## src/rtl/stereo_comb_allpass_reverb_core_macros.svh

```systemverilog
// Assertion macros shared by the reverb core.
`ifndef STEREO_COMB_ALLPASS_REVERB_CORE_MACROS_SVH
`define STEREO_COMB_ALLPASS_REVERB_CORE_MACROS_SVH

// Consequent must hold in the same cycle as the antecedent.
`define CRV_ASSERT_HOLDS(lbl, ck, rs, ante, cons, msg) \
  lbl: assert property (@(posedge ck) disable iff (rs) (ante) |-> (cons)) else $error(msg);

// Consequent must hold in the cycle after the antecedent.
`define CRV_ASSERT_NEXT(lbl, ck, rs, ante, cons, msg) \
  lbl: assert property (@(posedge ck) disable iff (rs) (ante) |=> (cons)) else $error(msg);

`endif

```

## src/rtl/crv_pkg.sv

```systemverilog
// ----------------------------------------------------------------------------
// crv_pkg
// Shared types, constants and the delay tuning table of the reverb core.
// ----------------------------------------------------------------------------
`default_nettype none

package crv_pkg;

  // Default sizes.
  localparam int DEF_DELAY_WORDS       = 65536;
  localparam int DEF_NUM_COMB_LINES    = 8;
  localparam int DEF_NUM_ALLPASS_LINES = 4;
  localparam int DEF_SAMPLE_BITS       = 24;

  // Coefficient operand of the shared multiplier: 17-bit magnitude plus sign.
  localparam int COEF_W = 18;
  localparam int LEN_W  = 16;

  // Fixed input gain of 0.015 in Q0.16 and the right-side length offset.
  localparam logic [COEF_W-1:0] INPUT_GAIN = 18'd983;
  localparam int SPREAD = 23;

  localparam logic [10:0] COMB_TUNE [8] = '{
    11'd1116, 11'd1188, 11'd1277, 11'd1356, 11'd1422, 11'd1491, 11'd1557, 11'd1617
  };
  localparam logic [10:0] AP_TUNE [4] = '{11'd556, 11'd441, 11'd341, 11'd225};

  // Operation presented to the shared multiply-accumulate unit.
  typedef struct packed {
    logic valid;
    logic clear;
  } mac_op_t;

  // Commands to the line table.
  typedef struct packed {
    logic init;
    logic adv;
  } line_cmd_t;

  // Tuning at unit rate scale for line k; comb pairs first, then allpass pairs.
  function automatic logic [10:0] line_tuning(input logic [5:0] k,
                                              input logic [5:0] comb_lines2);
    logic [5:0]  j;
    logic [10:0] t;
    j = k - comb_lines2;
    if (k < comb_lines2) begin
      t = COMB_TUNE[k[3:1]];
    end else begin
      t = AP_TUNE[j[2:1]];
    end
    return t + (k[0] ? 11'(SPREAD) : 11'd0);
  endfunction

endpackage

`default_nettype wire

```

## src/rtl/crv_mac.sv

```systemverilog
// ----------------------------------------------------------------------------
// crv_mac
// Shared multiply-accumulate unit: one registered product stage followed by
// an accumulator, so the sum reflects an operation once it has passed both.
// ----------------------------------------------------------------------------
`default_nettype none

module crv_mac #(
  parameter int A_W   = 29,
  parameter int ACC_W = 49
) (
  input  wire logic                          clk,
  input  wire logic                          rst,
  input  wire crv_pkg::mac_op_t              op,
  input  wire logic signed [A_W-1:0]         a,
  input  wire logic signed [crv_pkg::COEF_W-1:0] b,
  output logic signed [ACC_W-1:0]            acc
);

  localparam int P_W = A_W + crv_pkg::COEF_W;

  logic signed [P_W-1:0] prod;
  logic                  pend_valid;
  logic                  pend_clear;

  // Control of the product stage.
  always_ff @(posedge clk) begin
    if (rst) begin
      pend_valid <= 1'b0;
      pend_clear <= 1'b0;
    end else begin
      pend_valid <= op.valid;
      pend_clear <= op.clear;
    end
  end

  // Product register and accumulator.
  always_ff @(posedge clk) begin
    prod <= a * b;
    if (pend_valid) begin
      acc <= (pend_clear ? '0 : acc) + ACC_W'(prod);
    end
  end

endmodule

`default_nettype wire

```

## config.mk

```make
export PLATFORM = sky130hd
export DESIGN_NAME = crv_mac
export DESIGN_NICKNAME = d
export VERILOG_FILES = /design/src/rtl/stereo_comb_allpass_reverb_core_macros.svh /design/src/rtl/crv_pkg.sv /design/src/rtl/crv_mac.sv
export SDC_FILE = /design/constraint.sdc
export NUM_CORES = 2
export LEC_CHECK = 0
export CORE_MARGIN = 4
export CORE_UTILIZATION = 32
export DETAILED_ROUTE_END_ITERATION = 12
export DONT_BUFFER_PORTS = 1
export PLACE_DENSITY = 0.47
export SLEW_MARGIN = 0
export SYNTH_ARGS = -nofsm -noshare
export SYNTH_HDL_FRONTEND = slang
export SYNTH_SLANG_ARGS = --single-unit
```

## constraint.sdc

```tcl
create_clock -name clk -period 6.3 [get_ports clk]
set_clock_uncertainty 0.1 [all_clocks]
set_input_delay 0.315 -clock clk [delete_from_list [all_inputs] [get_ports clk]]
set_output_delay 0.315 -clock clk [all_outputs]
set_load 0.01 [all_outputs]
```

# --- Word level (Yosys, flattened, before mapping) ---
# Cells that the tools add are included.
word_totals:
  reg_bits: 98
  latch_bits: 0
  ramBits: 0
  romBits: 0
  input_bits: 51
  output_inout_bits: 49
  wordCells: 7
  mem_count: 0
op_classes:
  add_sub_neg: 1
  multipliers: 1
  div: 0
  magnitude_cmp: 0
  eq_ne: 0
  shifts: 0
  n_mux: 1
  bitwise: 0
  reduce_logical: 0
ops:
  columns: ["cell", "n"]
  rows:
  - ["49-bit adder", 1]
  - ["49-bit two-way mux", 1]
  - ["29-bit by 18-bit multiplier with 47-bit output", 1]

# --- Longest topological paths before layout ---
depth:
  ltp_word: 2
  mapped_depth: 26
  ltp_nobuf: 25

# --- Worst setup path after synthesis ---
# OpenSTA, ideal clock, no wires.
synth_path:
  kind: "input -> register"
  startpoint: "input port a[17]"
  endpoint: "register prod[46]"
  setup_ns: 0.072
  arrival_ns: 6.285
  required_time_ns: 6.128
  slack_ns: -0.157
  cell_stages: 25
  path_buffers: 2
  cell_sequence: "clkbuf_1 clkbuf_1 nand2_1 fa_1 inv_1 fa_1 inv_1 fa_1 fa_1 inv_1 fa_1 inv_1 fa_1 inv_1 ha_1 o21a_1 o21a_1 o211ai_1 a31oi_2 o21ai_2 o311ai_2 o311a_1 a311o_1 a21oi_2 xnor2_1"
synth_between:
  elab_chain_cells: 1
synth_rtl:
  columns: ["item", "line_no", "rtl"]
  rows:
  - ["start: declaration", "crv_mac.sv:15", "input wire logic signed [A_W-1:0] a,"]
  - ["29-bit by 18-bit multiplier with 47-bit output", "crv_mac.sv:39", "prod <= a * b;"]
  - ["end signal: assignment", "crv_mac.sv:39", null]
  - ["end: declaration", "crv_mac.sv:22", "logic signed [P_W-1:0] prod;"]
# Every way passes these cells.
# A chain may end at the register's enable or synchronous reset.

# --- Worst setup path after layout ---
layout_path:
  startpoint: "input port b[3] (netlist bit)"
  endpoint: "register prod[46]"
layout_between:
  elab_chain_cells: 1
layout_rtl:
  columns: ["item", "line_no", "rtl"]
  rows:
  - ["start: declaration", "crv_mac.sv:16", "input wire logic signed [crv_pkg::COEF_W-1:0] b,"]
  - ["29-bit by 18-bit multiplier with 47-bit output", "crv_mac.sv:39", null]
# Every way passes these cells.

==> key figures <==
Run status
  – Outcome: completed

Place
  – Post-Place Cells: 3447
  – Hpwl dp: 53500 um
  – RD Place Congestion: 0.850
  – PortBufs: 0

Timing
  – Final Setup Violations: 0
  – Slew headroom: 52.5%
  – Setup TNS: 0 ps
  – Hold violation count in the final report: 0
  – Least-Margin Pin Slew: 712 ps
  – Achievable Freq: 167 MHz
  – Tcrit/Tclk final: 95.3%
  – Fin crit period: 6010 ps
  – RSZ-0062 raised after global routing: false
  – Pins over their slew limit: 0

Global routing
  – Initial antenna violation count: 1
  – Largest net degree at the start of global routing: 50
  – All-layer global routing usage: 17.7%
  – Gr ovfl total: 0
  – First-pass GRT wire length: 108000 um
  – Vias in the first global route: 18828

Clock network
  – Clock sink count: 98
  – H-tree depth: 3
  – TritonCTS clock tree: yes
  – Worst-path clk slew: 80 ps
  – CTS root buffer: clkbuf_16
  – Clk buf depth: 2
  – Post-CTS Setup Inserts: 0
  – TritonCTS Buffers: 9
  – Clock latency on the worst-skew pair: 370 ps

Drt
  – DRT Wirelength: 66600 um
  – Drt via density: 4.74
  – Drt first pass iters: 5
  – Metal3 WL: 2550 um
  – M1 WL: 28800 um
  – DR vias: 16460
  – WL met2: 33900 um
  – Top routing layer used: met4
  – DRT iter0 DRCs: 819
  – Number of remaining DRC errors: 0
  – Post-route ant nets: 0
  – Drt wl/cell: 19.2 um

Critical path
  – Arr. time, crit path: 6200 ps
  – Class of the most critical setup path: primary input to register
  – Most frequent CP cell: fa_1
  – Crit-path slowest cell: fa_1
  – CP Capture Type: register
  – CP cell instances: nand2_1 > inv_1 > fa_1 > inv_1 > fa_1 > inv_1 > fa_1 > fa_1 > fa_1 > inv_1 > fa_1 > inv_1 > ha_1 > a21o_1 > a21o_1 > a21oi_1 > o2111ai_1 > o21ai_2 > o311ai_2 > o311a_1 > a311o_1 > a21oi_2 > xnor2_1
  – Worst setup SP type: primary input
  – Slowest stage delay, CP: 580 ps
  – CP required: 6490 ps
  – Critical path peak fanout: 29

Logic synthesis
  – Ys flop type: edfxtp_1
  – Synth async-reset ratio: 0%
  – Synth warn: 0
  – Most frequent cell after synthesis: inv_1
  – Sequential share of the synthesized area: 10.5%
  – Syn Area/Cell: 9.17 sq um
  – Count of cell types in the netlist: 62
  – Post-Syn Area: 23400 sq um
  – Post-synth top area share: 43.3%
  – Leading post-synthesis cells by cell area: fa_1, inv_1, ha_1, edfxtp_1, and2_1
  – Post-synth EDFFs: 49
  – Largest area contributor in the netlist: fa_1
  – Syn_nets: 3274
  – Yosys reg bits: 98
  – Gate Count Post-Synth: 2554
  – Synth cell count leaders: inv_1, fa_1, nand2_1

Die
  – Die height: 279 um
  – Starting Density: 32.5%
  – CORE AREA: 72000 sq um
  – Die Area: 77600 sq um
  – Num ports: 100
  – Die W: 279 um
  – Row count: 98

Layout
  – Area growth syn-to-layout: 6.59%
  – Share of cells above drive strength 1: 3.65%
  – Post-Layout Cell Count: 3469
  – Final #Nets: 3233
  – Final core occ: 34.7%

Min path
  – Hold crit path type: primary input to register

Run
  – MaxCap Viol Count: 0
[per-layer routing]
metal / up-vias / track usage (%)
met3: 52 / 2.25
met5: - / 0
li1: 7568 / -
met1: 8523 / 22.5
met2: 317 / 32.1
met4: 0 / 4.13
[per-stage QoR]
stage | hold WS, ps | area, sq um | setup WS [ps]
5_1_grt | 140 | 25000 | 16.5
3_5_place_dp | 283 | 24600 | -159
4_1_cts | 118 | 25000 | 219
3_3_place_gp | 281 | 24600 | -138
2_1_floorplan | 287 | 23500 | 0.0542
6_report | 140 | 25000 | 294
[layout by cell type (no fill, tap or decap), types with 14 or more instances in the layout]
cell      netlist  layout
and2_1        204     204
ha_1          163     162
inv_1         592     592
nor2b_1        56      56
nor2_1         60      60
o21ai_0        32      32
nand2b_1       17      17
a21oi_1        75      75
buf_4           0      52
o21a_1         15      15
xor2_1         21      21
fa_1          506     506
o21bai_1       14      14
nand2_1       340     340
dfxtp_1        49      47
xnor2_1        71      71
a21o_1         48      48
edfxtp_1       49      49
[sequential cells by signal, indices dropped and copies added (netlist names)]
| name | count |
|---|---|
| prod | 47 |
| pend_clear | 1 |
| pend_valid | 1 |
| acc | 49 |
[worst max-delay path: cells and delay by family]
kind,cells,cell delay [ps]
adder cells (fa/ha/maj),7,3350
AO/OA/AOI/OAI,9,1960
buffers and inverters,5,360
XOR/XNOR,1,140
AND/OR/NAND/NOR,1,80
[what timing repair did]
action / 4_1_cts / 5_1_grt
resized for setup: 0 / 1
hold endpoints to repair: 3 / 0
hold buffers: 5 / 0
setup endpoints to repair: 0 / 1
[cells by family (layout without fill, tap and decap cells)]
kind of cell,Yosys count,after routing,share of synthesized area [%]
adder cells (fa/ha/maj),669,669,52.0
flip-flops,98,98,10.5
buffers and inverters,702,666,11.3
other,0,1,0
XOR/XNOR,92,92,3.44
AND/OR/NAND/NOR,733,733,15.3
AO/OA/AOI/OAI,260,260,7.57
[final timing paths]
path,from,end,slack (ps),cells past startpoint
worst min register to register,prod[0],acc[0],490,1
worst min-delay path,b[0],prod[1],140,2
worst max register to register,pend_clear,acc[47],2160,13
worst max-delay path,b[3],prod[46],290,23
[layout make-up]
type / instances / area (sq um)
Clock inverter: 7 / 68.8
Fill cell: 7409 / 47000
Sequential cell: 98 / 2450
Multi-Input combinational cell: 1754 / 18300
Antenna cell: 1 / 2.50
Inverter: 592 / 2220
Clock buffer: 9 / 225
Tap cell: 950 / 1190
Timing Repair Buffer: 58 / 460
Power is left out: the tool's default activity adds up to more than one toggle a clock period on the data nets, which glitch-free logic cannot reach.
