## src/rtl/stereo_comb_allpass_reverb_core_macros.svh

```systemverilog
// Assertion macros shared by the reverb core.
`ifndef STEREO_COMB_ALLPASS_REVERB_CORE_MACROS_SVH
`define STEREO_COMB_ALLPASS_REVERB_CORE_MACROS_SVH

// Consequent must hold in the same cycle as the antecedent.
`define CRV_ASSERT_HOLDS(lbl, ck, rs, ante, cons, msg) \
  lbl: assert property (@(posedge ck) disable iff (rs) (ante) |-> (cons)) else $error(msg);

// Consequent must hold in the cycle after the antecedent.
`define CRV_ASSERT_NEXT(lbl, ck, rs, ante, cons, msg) \
  lbl: assert property (@(posedge ck) disable iff (rs) (ante) |=> (cons)) else $error(msg);

`endif

```

## src/rtl/crv_pkg.sv

```systemverilog
// ----------------------------------------------------------------------------
// crv_pkg
// Shared types, constants and the delay tuning table of the reverb core.
// ----------------------------------------------------------------------------
`default_nettype none

package crv_pkg;

  // Default sizes.
  localparam int DEF_DELAY_WORDS       = 65536;
  localparam int DEF_NUM_COMB_LINES    = 8;
  localparam int DEF_NUM_ALLPASS_LINES = 4;
  localparam int DEF_SAMPLE_BITS       = 24;

  // Coefficient operand of the shared multiplier: 17-bit magnitude plus sign.
  localparam int COEF_W = 18;
  localparam int LEN_W  = 16;

  // Fixed input gain of 0.015 in Q0.16 and the right-side length offset.
  localparam logic [COEF_W-1:0] INPUT_GAIN = 18'd983;
  localparam int SPREAD = 23;

  localparam logic [10:0] COMB_TUNE [8] = '{
    11'd1116, 11'd1188, 11'd1277, 11'd1356, 11'd1422, 11'd1491, 11'd1557, 11'd1617
  };
  localparam logic [10:0] AP_TUNE [4] = '{11'd556, 11'd441, 11'd341, 11'd225};

  // Operation presented to the shared multiply-accumulate unit.
  typedef struct packed {
    logic valid;
    logic clear;
  } mac_op_t;

  // Commands to the line table.
  typedef struct packed {
    logic init;
    logic adv;
  } line_cmd_t;

  // Tuning at unit rate scale for line k; comb pairs first, then allpass pairs.
  function automatic logic [10:0] line_tuning(input logic [5:0] k,
                                              input logic [5:0] comb_lines2);
    logic [5:0]  j;
    logic [10:0] t;
    j = k - comb_lines2;
    if (k < comb_lines2) begin
      t = COMB_TUNE[k[3:1]];
    end else begin
      t = AP_TUNE[j[2:1]];
    end
    return t + (k[0] ? 11'(SPREAD) : 11'd0);
  endfunction

endpackage

`default_nettype wire

```

## src/rtl/crv_lines.sv

```systemverilog
// ----------------------------------------------------------------------------
// crv_lines
// Per-line length, base, position and current store address. The address is
// kept alongside the position so that no base-plus-position add is needed.
// ----------------------------------------------------------------------------
`default_nettype none

module crv_lines #(
  parameter int DELAY_WORDS = crv_pkg::DEF_DELAY_WORDS,
  parameter int NUM_LINES   = 24
) (
  input  wire logic                                clk,
  input  wire crv_pkg::line_cmd_t                  cmd,
  input  wire logic [$clog2(NUM_LINES)-1:0]        idx,
  input  wire logic [crv_pkg::LEN_W-1:0]           init_len,
  input  wire logic [$clog2(DELAY_WORDS)-1:0]      init_base,
  output logic [$clog2(DELAY_WORDS)-1:0]           cur_addr
);

  localparam int AW  = $clog2(DELAY_WORDS);
  localparam int LW  = crv_pkg::LEN_W;

  logic [LW-1:0] len  [NUM_LINES];
  logic [AW-1:0] base [NUM_LINES];
  logic [LW-1:0] pos  [NUM_LINES];
  logic [AW-1:0] addr [NUM_LINES];

  logic [LW:0]   pos_inc;
  logic [AW:0]   addr_inc;

  assign cur_addr = addr[idx];
  assign pos_inc  = {1'b0, pos[idx]} + 1'b1;
  assign addr_inc = {1'b0, addr[idx]} + 1'b1;

  // Set up a line on a length pass, or step it after an access.
  always_ff @(posedge clk) begin
    if (cmd.init) begin
      len[idx]  <= init_len;
      base[idx] <= init_base;
      pos[idx]  <= '0;
      addr[idx] <= init_base;
    end else if (cmd.adv) begin
      if (pos_inc >= {1'b0, len[idx]}) begin
        pos[idx]  <= '0;
        addr[idx] <= base[idx];
      end else begin
        pos[idx]  <= pos_inc[LW-1:0];
        addr[idx] <= (addr_inc == (AW+1)'(DELAY_WORDS)) ? '0 : addr_inc[AW-1:0];
      end
    end
  end

endmodule

`default_nettype wire

```

## config.mk

```make
export PLATFORM = sky130hd
export DESIGN_NAME = crv_lines
export DESIGN_NICKNAME = d
export VERILOG_FILES = /design/src/rtl/stereo_comb_allpass_reverb_core_macros.svh /design/src/rtl/crv_pkg.sv /design/src/rtl/crv_lines.sv
export SDC_FILE = /design/constraint.sdc
export NUM_CORES = 2
export LEC_CHECK = 0
export ABC_AREA = 0
export BUFFER_PORTS_ARGS = -buffer_cell sky130_fd_sc_hd__buf_2
export CAP_MARGIN = 40
export CORE_MARGIN = 1
export CORE_UTILIZATION = 37
export DETAILED_ROUTE_END_ITERATION = 10
export PLACE_DENSITY = 0.52
export SETUP_SLACK_MARGIN = 0.2
export SYNTH_ARGS = -nofsm -noshare
export SYNTH_HDL_FRONTEND = slang
export SYNTH_SLANG_ARGS = --single-unit
```

## constraint.sdc

```tcl
create_clock -name clk -period 9.1 [get_ports clk]
set_input_delay 0.91 -clock clk [delete_from_list [all_inputs] [get_ports clk]]
set_output_delay 0.91 -clock clk [all_outputs]
set_load 0.02 [all_outputs]
```

; Yosys cells after proc, flatten, opt, wreduce, memory -nomap -nowiden
; Memory sizes are Yosys's and may differ from the RTL's.
; Cells that the tools add are included.
; W data, S select, Z words.
[word_totals]
regBits = 0
ram_bits = 1536
output_inout_bits = 16
mem_count = 4
[memory_table]
columns = name, words, width, read_ports, rd_ports_with_merged_regs, write_ports, line
row1 = addr, 24, 16, 1, 0, 1, crv_lines.sv:26  ; logic [AW-1:0] addr [NUM_LINES];
row2 = base, 24, 16, 1, 0, 1, crv_lines.sv:24  ; logic [AW-1:0] base [NUM_LINES];
row3 = len, 24, 16, 1, 0, 1, crv_lines.sv:23  ; logic [LW-1:0] len [NUM_LINES];
row4 = pos, 24, 16, 1, 0, 1, crv_lines.sv:25  ; logic [LW-1:0] pos [NUM_LINES];
[classes]
n_addsub = 2
n_lt_le_gt_ge = 1
eq_ne = 1
muxes = 15
n_bitwise = 4
[op_table]
columns = operator, n
row1 = $mux W16, 5
row2 = $add A16 B1 Y17 const B, 2
row3 = $eq A17 B17 Y1 const B, 1
row4 = $ge A17 B16 Y1, 1
row5 = $mux W1, 10
row6 = $or A1 B1 Y1, 4

; Depth between registers and ports, before layout
; An unclocked memory read counts as a cell.
[logic_depth]
depth_word = 9
ltp_mapped = 26
depth_no_buf = 19

; Least setup slack after synthesis
; Ideal clock, no wire load.
[synth_timing]
path_kind = in2reg
startpoint = in idx[1]
endpoint = mem pos[0][11] in the netlist's numbering (data pin)
setup_ns = 0.479
arrival_ns = 6.258
required_ns = 8.621
setup_slack_ns = 2.363
stages = 23
path_buffers = 11
path_cell_list = buf_4 -> buf_6 -> buf_6 -> buf_8 -> buf_6 -> buf_4 -> buf_2 -> buf_4 -> buf_2 -> buf_1 -> mux4_2 -> a22oi_1 -> nand2_1 -> a21oi_1 -> ha_1 -> a21o_1 -> a21o_1 -> a21oi_1 -> o211ai_1 -> o211ai_1 -> o211ai_1 -> clkbuf_1 -> nor4b_1
[synth_between]
elab_chain_len = 8
elab_cells_between_ends = 9
[synth_rtl]
columns = element, line
row1 = "start, declared", crv_lines.sv:14  ; input wire logic [$clog2(NUM_LINES)-1:0] idx,
row2 = $mem_v2 Z24 W16, -
row3 = $add A16 B1 Y17, crv_lines.sv:32  ; assign pos_inc = {1'b0, pos[idx]} + 1'b1;
row4 = $ge A17 B16 Y1, crv_lines.sv:43  ; if (pos_inc >= {1'b0, len[idx]}) begin
row5 = $mux W1, crv_lines.sv:43
row6 = $mux W1, crv_lines.sv:42  ; end else if (cmd.adv) begin
row7 = $mux W1, crv_lines.sv:37  ; if (cmd.init) begin
row8 = $mux W1 (not written as such), crv_lines.sv:47  ; pos[idx] <= pos_inc[LW-1:0];
row9 = $mux W16 (no line) (*), -
row10 = "end, declared", crv_lines.sv:25
; Mark *: on every way between the ends. The rest lies on a longest branch, timed or not.

; Worst setup path after layout
[layout_timing]
startpoint = in idx[0]
endpoint = mem addr[0][15] in the netlist's numbering (data pin)
[layout_between]
elab_chain_len = 9
elab_cells_between_ends = 19
[layout_rtl]
columns = element, line
row1 = $mem_v2 Z24 W16, -
row2 = $add A16 B1 Y17, crv_lines.sv:32
row3 = $ge A17 B16 Y1, crv_lines.sv:43
row4 = $mux W1, crv_lines.sv:43
row5 = $mux W1, crv_lines.sv:42
row6 = $mux W1, crv_lines.sv:37
row7 = $mux W1 (not written as such), crv_lines.sv:45  ; addr[idx] <= base[idx];
row8 = $mux W16 (no line), -
row9 = $mux W16 (no line) (*), -
row10 = "end, declared", crv_lines.sv:26
; Marked as above.

==> summary.md <==
| Metric | Value |
|---|---|
| Maximum number of pins on one net before global-route repair | `135` |
| Compound-cell area share of the yosys netlist | `0.0340` |
| Area of the die | `165000 sq um` |
| Initial standard-cell utilization of the core | `0.374` |
| Hold_buf cts | `0` |
| Routed len/inst | `29.9 um` |
| Final critical delay including setup and external delays | `6400 ps` |
| Final number of max-transition violations | `0` |
| Worst slew margin | `0.318` |
| Total number of vias | `29500` |
| Worst endpoint required time | `9580 ps` |
| Max-cap violation count | `0` |
| P_leak | `22.0 nW` |
| Sink Count | `1536` |
| HP Class | `in -> reg` |
| Dominant combinational cell family by area after synthesis | `multiplexers` |
| Post-synthesis mux area share | `0.151` |
| Worst-path clk slew | `60 ps` |
| Critical path type | `in -> reg` |
| Global-route wire length before repair | `225000 um` |
| Die X | `406 um` |
| Yosys synthesis warning count | `0` |
| XOR/XNOR Fraction of Synth Area | `0.00392` |
| Initial DRC count | `2919` |
| Syn_area_per_cell | `21.2 sq um` |
| Number of vias per cell after detailed routing | `5.55` |
| Count of fill cells added during filler insertion | `13900` |
| Post-CTS resize count | `0` |
| Bufs on Longest Clock Path | `3` |
| Number of buffers added for setup after CTS | `0` |
| Weighted congestion at the end of routability-driven global placement | `0.779` |
| Antenna viol nets, final | `0` |
| Total global routing overflow | `0` |
| Number of levels the H-tree was split into | `4` |
| Number of top-level pins | `56` |
| Prevailing post-synth register cell | `sky130_fd_sc_hd__edfxtp_1` |
| Post-route fraction of the period consumed by the critical path | `0.704` |
| Sequential element share of the synthesized area | `0.764` |
| Clock tree root driver cell | `sky130_fd_sc_hd__clkbuf_16` |
| Die Ht | `406 um` |
| Setup Viol. Count Final | `0` |
| Area after detailed placement | `63800 sq um` |
| Antenna violations before repair | `15` |
| IO buf count | `55` |
| Mapped Cells | `2843` |
| Number of buffers inserted during clock tree synthesis | `156` |
| Hold WS | `562 ps` |
| Half-perimeter wire length of the detailed placement result | `83500 um` |
| Signed area change from the synthesized netlist to the final layout | `13.6%` |
| Maximum fanout count along the critical path | `53` |
| Clock latency reported for the late side of the worst-skew pair | `790 ps` |
| CTS tree | `done` |
| Number of enable-type register cells in the synthesized netlist | `1536` |
| Global-route total usage across every layer | `0.195` |
| Final Core Density | `0.425` |
| Outcome | `completed` |
| Core Footprint | `161000 sq um` |
| Register area | `46100 sq um` |
| Critical path capture point type | `flop` |
| Netlist cell types | `75` |
| Fraction of layout instances using a drive strength above 1 | `0.247` |
| Unrepaired setup endpoints after global routing | `false` |
| Worst clock skew | `29.7 ps` |
| Adder-cell area share of the yosys netlist | `0.00394` |
| Net count of the finished layout | `3085` |
| Critical path startpoint category | `input port` |
| Summed negative setup slack over all endpoints | `0 ps` |
| Flop and latch count out of synthesis | `1536` |
| Worst voltage drop across the vdd grid | `203 uV` |
| Basic-gate share of the synthesized area counting and, or, nand and nor cells | `0.0237` |
| Number of nets produced by synthesis | `2902` |
| Mapped Area | `60400 sq um` |
| Slew at the pin with the worst max-slew slack | `1020 ps` |
| Total power density per cell area | `219 nW/um^2` |
| Via count of the first global-routing pass | `30400` |
| Final standard cell area without fillers | `68600 sq um` |
| Detailed-route wire length | `159000 um` |
| Total count of hold-check failures in the final report | `0` |
| Max Clk Rate | `0.156 GHz` |
| Num rows | `147` |
| Arrival time at the worst endpoint | `6880 ps` |
| Proportion of register bits with asynchronous set or reset after synthesis | `0` |
| Detailed-router iteration count before antenna repair | `5` |
| Multi-input combinational cell area | `13500 sq um` |
| Residual DRC count | `0` |
[layout make-up]
type	count	area share
antenna	1	0.0000365
tap	2160	0.0394
clock buffer	204	0.0617
multi-input combinational	1141	0.197
sequential	1536	0.672
timing repair buffer	184	0.0200
inverter	7	0.000383
clock inverter	75	0.00881
[critical path, cell delays in order]
cell                       delay [ps]
sky130_fd_sc_hd__buf_8            380
sky130_fd_sc_hd__buf_4            720
sky130_fd_sc_hd__buf_4            680
sky130_fd_sc_hd__mux4_2           590
sky130_fd_sc_hd__a22oi_1          220
sky130_fd_sc_hd__nand2_1          140
sky130_fd_sc_hd__a21oi_1          420
sky130_fd_sc_hd__ha_1             230
sky130_fd_sc_hd__nand4_1          130
sky130_fd_sc_hd__nor2_1           170
sky130_fd_sc_hd__o211ai_1         100
sky130_fd_sc_hd__o211ai_1         490
sky130_fd_sc_hd__or2_1            480
sky130_fd_sc_hd__buf_4            310
sky130_fd_sc_hd__a21o_1           140
sky130_fd_sc_hd__o22a_1           570
[state kept, by name, indices dropped and copies added (netlist names)]
| register | count |
|---|---|
| addr | 384 |
| base | 384 |
| len | 384 |
| pos | 384 |
[cell usage in the layout (no fill, tap or decap), types with 7 or more instances in the layout]
cell / n
sky130_fd_sc_hd__a21oi_1: 28
sky130_fd_sc_hd__nor4_1: 22
sky130_fd_sc_hd__buf_2: 52
sky130_fd_sc_hd__o21ai_2: 15
sky130_fd_sc_hd__bufinv_16: 8
sky130_fd_sc_hd__nor2_4: 48
sky130_fd_sc_hd__xor2_1: 13
sky130_fd_sc_hd__nand2_1: 75
sky130_fd_sc_hd__clkbuf_16: 163
sky130_fd_sc_hd__o211ai_1: 14
sky130_fd_sc_hd__nor2_1: 15
sky130_fd_sc_hd__ha_1: 19
sky130_fd_sc_hd__edfxtp_1: 1536
sky130_fd_sc_hd__clkinv_1: 37
sky130_fd_sc_hd__mux2_2: 31
sky130_fd_sc_hd__a22oi_1: 75
sky130_fd_sc_hd__mux4_2: 252
sky130_fd_sc_hd__mux2i_1: 238
sky130_fd_sc_hd__o21ai_1: 21
sky130_fd_sc_hd__nor2b_1: 9
sky130_fd_sc_hd__o221ai_1: 8
sky130_fd_sc_hd__xnor2_1: 14
sky130_fd_sc_hd__clkinv_2: 16
sky130_fd_sc_hd__o22ai_1: 95
sky130_fd_sc_hd__buf_4: 122
sky130_fd_sc_hd__nand3_1: 9
sky130_fd_sc_hd__nor4b_2: 13
sky130_fd_sc_hd__nand4_1: 8
sky130_fd_sc_hd__clkbuf_1: 41
sky130_fd_sc_hd__mux4_1: 26
sky130_fd_sc_hd__o21ai_0: 7
[cell families (layout without fill, tap and decap cells)]
family,Yosys count,after routing
other cells,0,1
xor+xnor,27,27
mux,549,549
flops,1536,1536
buf+inv,166,470
fa+ha+maj,19,19
compound gates,296,296
simple gates,250,250
[worst paths after layout]
path | to | from | depth (start not counted) | slack, ps
setup / recovery | addr[0][15] | idx[0] | 16 | 2700
hold / removal | len[15][14] | init_len[14] | 1 | 560
setup reg to reg | addr[0][15] | pos[22][0] | 20 | 3580
hold reg to reg | pos[15][0] | pos[4][0] | 5 | 1220
[report_power, final]
part / internal (mW) / switching, mW / total [mW]
registers: 7.92 / 0.0165 / 7.93
logic: 0.318 / 0.617 / 0.935
clock network: 3.50 / 2.63 / 6.12
[Yosys cell counts, types with 7 or more instances]
library cell               number  area [sq um]
sky130_fd_sc_hd__clkbuf_1      37           139
sky130_fd_sc_hd__xor2_1        13           114
sky130_fd_sc_hd__nor2_1        63           236
sky130_fd_sc_hd__nor2b_1        9          56.3
sky130_fd_sc_hd__buf_6         22           248
sky130_fd_sc_hd__buf_12         8           160
sky130_fd_sc_hd__buf_2         54           270
sky130_fd_sc_hd__inv_1          7          26.3
sky130_fd_sc_hd__o211ai_1      14           105
sky130_fd_sc_hd__o21ai_1       21           105
sky130_fd_sc_hd__xnor2_1       14           123
sky130_fd_sc_hd__nand4_1        8          50.1
sky130_fd_sc_hd__mux4_1        26           683
sky130_fd_sc_hd__mux2i_1      238          2380
sky130_fd_sc_hd__buf_1          9          33.8
sky130_fd_sc_hd__buf_8          7           105
sky130_fd_sc_hd__mux2_2        31           349
sky130_fd_sc_hd__a22oi_1       75           563
sky130_fd_sc_hd__ha_1          19           238
sky130_fd_sc_hd__edfxtp_1    1536         46100
sky130_fd_sc_hd__o221ai_1       8          70.1
sky130_fd_sc_hd__mux4_2       252          5680
sky130_fd_sc_hd__nand2_1       75           282
sky130_fd_sc_hd__o22ai_1       95           594
sky130_fd_sc_hd__o21ai_2       15           131
sky130_fd_sc_hd__a21oi_1       28           140
sky130_fd_sc_hd__buf_4         20           150
sky130_fd_sc_hd__nor4_1        22           138
sky130_fd_sc_hd__o21ai_0        7          35.0
sky130_fd_sc_hd__nor4b_1       13           114
sky130_fd_sc_hd__nand3_1        9          45.0
[metrics by stage]
| step | std cells | setup slack, ps | total power [mW] |
|---|---|---|---|
| 2_1_floorplan | 2843 | 2360 | 8.66 |
| 3_3_place_gp | 5015 | 1830 | 8.99 |
| 3_5_place_dp | 5028 | 1840 | 9.03 |
| 4_1_cts | 5307 | 2670 | 15.1 |
| 5_1_grt | 5307 | 2170 | 15.4 |
| 6_report | 5308 | 2700 | 15.0 |
[routing by layer]
layer | up-vias | global-route usage | part of all wire
li1 | 12400 | - | -
met1 | 16000 | 0.269 | 0.44
met2 | 870 | 0.317 | 0.48
met3 | 229 | 0.0335 | 0.058
met4 | 20 | 0.0541 | 0.021
met5 | - | 0 | 0.00083
(Power assumes the default switching activity.)
